$ cat src/rtl/adam_optimizer_update_top_macros.svh
// Assertion macros shared by the Adam update RTL.
`ifndef ADAM_OPTIMIZER_UPDATE_TOP_MACROS_SVH
`define ADAM_OPTIMIZER_UPDATE_TOP_MACROS_SVH
`ifndef ASSERT_OFF
`define ADAMU_ASSERT(lbl, clk, rst_n, prop, msg) \
    lbl: assert property (@(posedge clk) disable iff (!rst_n) prop) else $error(msg);
`define ADAMU_ASSERT_ANY(lbl, clk, prop, msg) \
    lbl: assert property (@(posedge clk) prop) else $error(msg);
`else
`define ADAMU_ASSERT(lbl, clk, rst_n, prop, msg)
`define ADAMU_ASSERT_ANY(lbl, clk, prop, msg)
`endif
`endif

$ cat src/rtl/adamu_pkg.sv
// Types and constants shared by the Adam update block.
`timescale 1ns / 1ps
package adamu_pkg;

    localparam int STEP_BITS   = 20;
    localparam int STEP_IDX_W  = $clog2(STEP_BITS);
    localparam int INDEX_W     = 12;
    localparam int CFG_INDEX_W = 3;
    localparam int QDEPTH      = 4;
    localparam int QPTR_W      = $clog2(QDEPTH);

    localparam logic ACT_UPDATE = 1'b0;
    localparam logic ACT_CLEAR  = 1'b1;

    localparam logic [1:0] KIND_UPDATE = 2'd0;
    localparam logic [1:0] KIND_CLEAR  = 2'd1;
    localparam logic [1:0] KIND_PASS   = 2'd2;

    localparam logic [CFG_INDEX_W-1:0] REG_LEARN_RATE   = 3'd0;
    localparam logic [CFG_INDEX_W-1:0] REG_FIRST_DECAY  = 3'd1;
    localparam logic [CFG_INDEX_W-1:0] REG_SECOND_DECAY = 3'd2;
    localparam logic [CFG_INDEX_W-1:0] REG_EPSILON      = 3'd3;

    localparam logic [31:0] RST_LEARN_RATE   = 32'd16777;
    localparam logic [15:0] RST_FIRST_DECAY  = 16'd58982;
    localparam logic [15:0] RST_SECOND_DECAY = 16'd65470;
    localparam logic [31:0] RST_EPSILON      = 32'd43;

    localparam logic [33:0] DELTA_CAP = 34'h2_0000_0000;

    typedef struct packed {
        logic                        action;
        logic [INDEX_W-1:0]          element_index;
        logic [STEP_BITS-1:0]        update_number;
        logic signed [31:0]          weight_value;
        logic signed [31:0]          gradient_value;
    } in_item_t;

    typedef struct packed {
        logic signed [31:0] new_weight;
        logic               saturated;
    } out_item_t;

    typedef struct packed {
        logic [31:0] learn_rate;
        logic [15:0] first_decay;
        logic [15:0] second_decay;
        logic [31:0] epsilon;
    } cfg_t;

    typedef struct packed {
        logic [1:0] kind;
        in_item_t   item;
    } queue_entry_t;

    typedef struct packed {
        logic         valid;
        queue_entry_t entry;
    } fifo_head_t;

    typedef struct packed {
        logic pop;
        logic init_done;
    } back_ctrl_t;

endpackage

$ cat src/rtl/adamu_front.sv
// Input side: accepts items, classifies them and queues them for the back end.
`timescale 1ns / 1ps
`include "adam_optimizer_update_top_macros.svh"
module adamu_front #(
    parameter int MOMENT_DEPTH = 4096
) (
    input  logic                   clk,
    input  logic                   rst_n,
    input  logic                   item_valid,
    output logic                   item_ready,
    input  adamu_pkg::in_item_t    item,
    input  adamu_pkg::back_ctrl_t  ctrl,
    output adamu_pkg::fifo_head_t  head
);
    import adamu_pkg::*;

    queue_entry_t        q_reg [QDEPTH];
    logic [QPTR_W-1:0]   wptr_reg, wptr_next;
    logic [QPTR_W-1:0]   rptr_reg, rptr_next;
    logic [QPTR_W:0]     count_reg, count_next;
    logic                push;
    logic                full;
    queue_entry_t        new_entry;

    assign full       = (count_reg == (QPTR_W + 1)'(QDEPTH));
    assign item_ready = ctrl.init_done && !full;
    assign push       = item_valid && item_ready;

    always_comb
    begin
        new_entry.item = item;
        if (32'(item.element_index) >= 32'(MOMENT_DEPTH))
        begin
            new_entry.kind = KIND_PASS;
        end
        else if (item.action == ACT_CLEAR)
        begin
            new_entry.kind = KIND_CLEAR;
        end
        else
        begin
            new_entry.kind = KIND_UPDATE;
        end
    end

    always_comb
    begin
        wptr_next  = push ? wptr_reg + 1'b1 : wptr_reg;
        rptr_next  = ctrl.pop ? rptr_reg + 1'b1 : rptr_reg;
        count_next = count_reg + (QPTR_W + 1)'(push) - (QPTR_W + 1)'(ctrl.pop);
    end

    always_ff @(posedge clk or negedge rst_n)
    begin
        if (!rst_n)
        begin
            wptr_reg  <= '0;
            rptr_reg  <= '0;
            count_reg <= '0;
        end
        else
        begin
            wptr_reg  <= wptr_next;
            rptr_reg  <= rptr_next;
            count_reg <= count_next;
        end
    end

    always_ff @(posedge clk)
    begin
        if (push)
        begin
            q_reg[wptr_reg] <= new_entry;
        end
    end

    assign head.valid = (count_reg != '0);
    assign head.entry = q_reg[rptr_reg];

    `ADAMU_ASSERT(a_pop_not_empty, clk, rst_n, ctrl.pop |-> count_reg != '0, "pop from empty queue")
    `ADAMU_ASSERT(a_count_bound, clk, rst_n, count_reg <= (QPTR_W + 1)'(QDEPTH), "queue overfilled")

endmodule

$ cat config.mk
export PLATFORM = sky130hd
export DESIGN_NAME = adamu_front
export DESIGN_NICKNAME = d
export VERILOG_FILES = /design/src/rtl/adamu_pkg.sv /design/src/rtl/adamu_front.sv
export VERILOG_INCLUDE_DIRS = /design/src /design/src/rtl
export SDC_FILE = /design/constraint.sdc
export NUM_CORES = 1
export LEC_CHECK = 0
export BUFFER_PORTS_ARGS = -buffer_cell sky130_fd_sc_hd__clkbuf_2
export CORE_MARGIN = 8
export CORE_UTILIZATION = 36
export CTS_CLUSTER_SIZE = 8
export DETAILED_ROUTE_END_ITERATION = 8
export HOLD_SLACK_MARGIN = 0.08
export PLACE_DENSITY_LB_ADDON = 0.08
export SLEW_MARGIN = 20
export SYNTH_ARGS = -nofsm -noshare
export SYNTH_HDL_FRONTEND = slang
export SYNTH_SLANG_ARGS = --single-unit
$ cat constraint.sdc
create_clock -name clk -period 4 [get_ports clk]
set_clock_uncertainty 0.2 [all_clocks]
set_input_delay 0.2 -clock clk [delete_from_list [all_inputs] [get_ports clk]]
set_output_delay 0.2 -clock clk [all_outputs]
set_load 0.005 [all_outputs]
==> summary.txt <==
Critical path
  – Reg-to-reg critical path startpoint: count_reg[2]
  – Critical Path AT: between 2 and 3 ns
  – R2R Path End: q_reg[1][63]
  – Critical Path Max Stage Delay: approximately 0.85 ns
  – Critical-path maximum fanout: 37
  – Top delay family on crit path: flip-flops
  – CP endpoint kind: primary output
  – Critical path type: flop to primary output
  – CP Launch Type: flop
  – FF-to-FF path depth: 4
  – Crit path from: rptr_reg[0]
  – CP cell instances: buf_12, mux4_2, clkbuf_2
  – R2R setup slack: between 1 and 1.5 ns
  – Crit path buffers/inverters: 2
  – Worst path slowest cell: dfrtp_4
  – Worst EP required: 3.60 ns

Global route
  – GR Layer Usage met1: between 10% and 20%
  – Initial antenna violation count: 2
  – GRT Util Overall: between 10% and 20%
  – Largest net degree at the start of global routing: 59
  – Met2 Use GR: 23.0%
  – Met3 Use GR: between 4 and 5%
  – GRT Max-Usage Layer: met2
  – Grt ovf: 0
  – Vias in the first global route: about 8,100
  – First-pass GRT wire length: between 40,000 and 50,000 um

Place
  – RePlAce Congestion: 0.722
  – DP Wirelength: 18,800 um
  – Dpl ws: ~1.3 ns
  – Placed cell area: approximately 0.016 mm^2
  – PortBufs: about 200

Die
  – IO Count: roughly 200
  – Core ar.: ~0.040 mm^2
  – Die height: around 220 um
  – Rows: 73
  – Die Area: 0.0466 mm^2
  – Starting Density: between 30% and 40%
  – Die W: 216 um

Logic synthesis
  – Adder-Cell Fraction of Synth Area: less than 1%
  – Top cells by area, synth: edfxtp_1 81%, mux4_2 15%, dfrtp_1 1.2%
  – Leading area contributor after synthesis: edfxtp_1
  – Mapped Area: roughly 0.014 mm^2
  – Register area share after synthesis: roughly 82%
  – EDFF count, synth: approximately 390
  – Synth cell types: 22
  – Ys Warns: 0
  – Main combinational cell family by area after synthesis: multiplexers
  – Synth Area in Compound Gates: 0%
  – Mux cell area share after synthesis: roughly 15%
  – Yosys top cell area share: between 80 and 90%
  – Simple-gate portion of the synthesized area: 0.391%
  – Synth Instances: approximately 550
  – Top_reg_cell synth: edfxtp_1
  – Async SR Flop Fraction: under 10%
  – Synth Area in XOR/XNOR: less than 1%
  – #FFs+latches synth: 395
  – Mean area per synthesized cell: 26.4 um^2
  – Syn nets: ~660

Clock tree
  – CTS root buf: clkbuf_16
  – Clock Path Buffers: 3
  – Clock-pin slew on the worst setup and hold paths: around 0.05 ns
  – CTS tree: built
  – Sinks on Clock Net: between 300 and 400
  – Worst skew pair latency: 0.57 ns
  – CTS buffer count: 55
  – H-tree levels: 2

Timing
  – FMAX: ~0.33 GHz
  – Setup Viol. Count Final: 0
  – Worst-margin pin slew: between 0.7 and 0.8 ns
  – Worst slew margin: between 40% and 50%
  – Slew Viols, Final: 0
  – Final min period: ~3 ns
  – Fin crit share: between 70% and 80%
  – TNS Setup: 0 ns
  – Final WS setup: 1.01 ns
  – Fin. Hold Viols: 0
  – RSZ-0062 raised after global routing: no

Final layout
  – Design Area, Final: 0.0186 mm^2
  – Fin util: roughly 47%
  – Share of cells above drive strength 1: a little over 40%
  – Nets: 1,005
  – Layout area overhead: 29.2%
  – Largest register FFs: 388
  – Fillcell total: approximately 3,300

Routing
  – WL/cell: 21.9 um
  – DRC: 0
  – DRT Pass-1 Iters: 4
  – Antenna Nets Post-Route: 0
  – DRT Wirelength: around 31,000 um
  – DR vias/cell: about 4.8
  – DRT iter0 DRCs: 321
  – DR vias: roughly 6,800

Pwr
  – Power Dens Cells: about 660 mW/mm^2
  – Max IR drop VDD: approximately 0.33 mV
  – P_leak: 6.42 nW

Min path
  – Worst hold path depth: 2
  – Min-delay worst type: primary input to flop
  – HP Start: item[42]
  – Min-Delay Endpoint: q_reg[0][42]

Run
  – Max Cap Viol: 0

Outcome
  – Status: complete, no violations
==> cells by family (layout without fill, tap and decap cells) <==
kind of cell | count (synthesis) | after routing
buffers and inverters | 30 | 393
adder cells (fa/ha/maj) | 7 | 7
other | 1 | 2
flip-flops | 395 | 395
AND/OR/NAND/NOR | 10 | 10
XOR/XNOR | 5 | 5
multiplexers | 98 | 98
==> area by class of cell <==
| type | count | area (um^2) | share of cell area, % |
|---|---|---|---|
| sequential | 395 | 11800 | 63.6 |
| multi-input combinational | 121 | 2400 | 12.9 |
| timing repair buffer | 317 | 2210 | 11.9 |
| clock buffer | 67 | 1440 | 7.76 |
| tap | 525 | 657 | 3.53 |
| clock inverter | 3 | 30.0 | 0.161 |
| inverter | 6 | 22.5 | 0.121 |
| antenna | 1 | 2.50 | 0.0135 |
==> placed cells by master, fill, tap and decap left out, drive strengths merged, types with 2 or more instances in the layout <==
master,synthesis,final
edfxtp,388,388
clkbuf,6,268
dlygate4sd3,0,102
mux4,97,97
buf,18,14
inv,6,7
dfrtp,7,7
ha,6,6
xnor2,4,4
and2,4,4
nand2,2,2
clkinv,0,2
==> synth_stat cells (2+ instances only) <==
cell type    n
xnor2_1      4
clkbuf_1     6
dfrtp_1      7
edfxtp_1   388
mux4_2      97
inv_1        6
and2_1       4
nand2_1      2
buf_2       12
ha_1         6
buf_4        3
==> power by group <==
part / internal (mW) / switching [mW] / leakage (nW)
clock: 2.47 / 1.57 / 0.718
sequential: 5.05 / 0.295 / 3.60
combinational: 1.56 / 1.42 / 2.10
==> layer usage <==
layer,routed length (um),part of all wire (%),vias to the layer above
met1,12700,41,3540
met4,731,2.3,4
met2,15800,50,191
met5,21,0.067,-
li1,-,-,3036
met3,2110,6.7,56
==> per-stage QoR <==
stage,hold slack (ns),cells,power (mW)
after floorplan,-0.296,546,7.12
after global placement,-0.157,1262,8.41
after detailed placement,-0.146,1262,8.46
after CTS,0.127,1434,12.7
after global routing,0.153,1435,13.0
final,0.172,1435,12.4
==> how the worst max path moves through the flow <==
stage,end,cells after the start
after global placement,q_reg[1][79],4
after detailed placement,q_reg[1][79],4
final,head[55],3
after floorplan,q_reg[2][0],3
after CTS,head[55],3
after global routing,head[46],3
==> worst register-to-register path, stage by stage, from the launching register on <==
cell and delay, ns:
dfrtp_1 0.40, nor3b_1 0.16, nor2_1 0.39, and2_4 0.73
buf_4 0.43
==> timing repair <==
| item | CTS | global route |
|---|---|---|
| gates resized for setup | 0 | 0 |
| buffers inserted | 0 | 0 |
| hold endpoints to repair | 401 | 0 |
| hold buffers | 102 | 0 |
(Power assumes the default switching activity.)
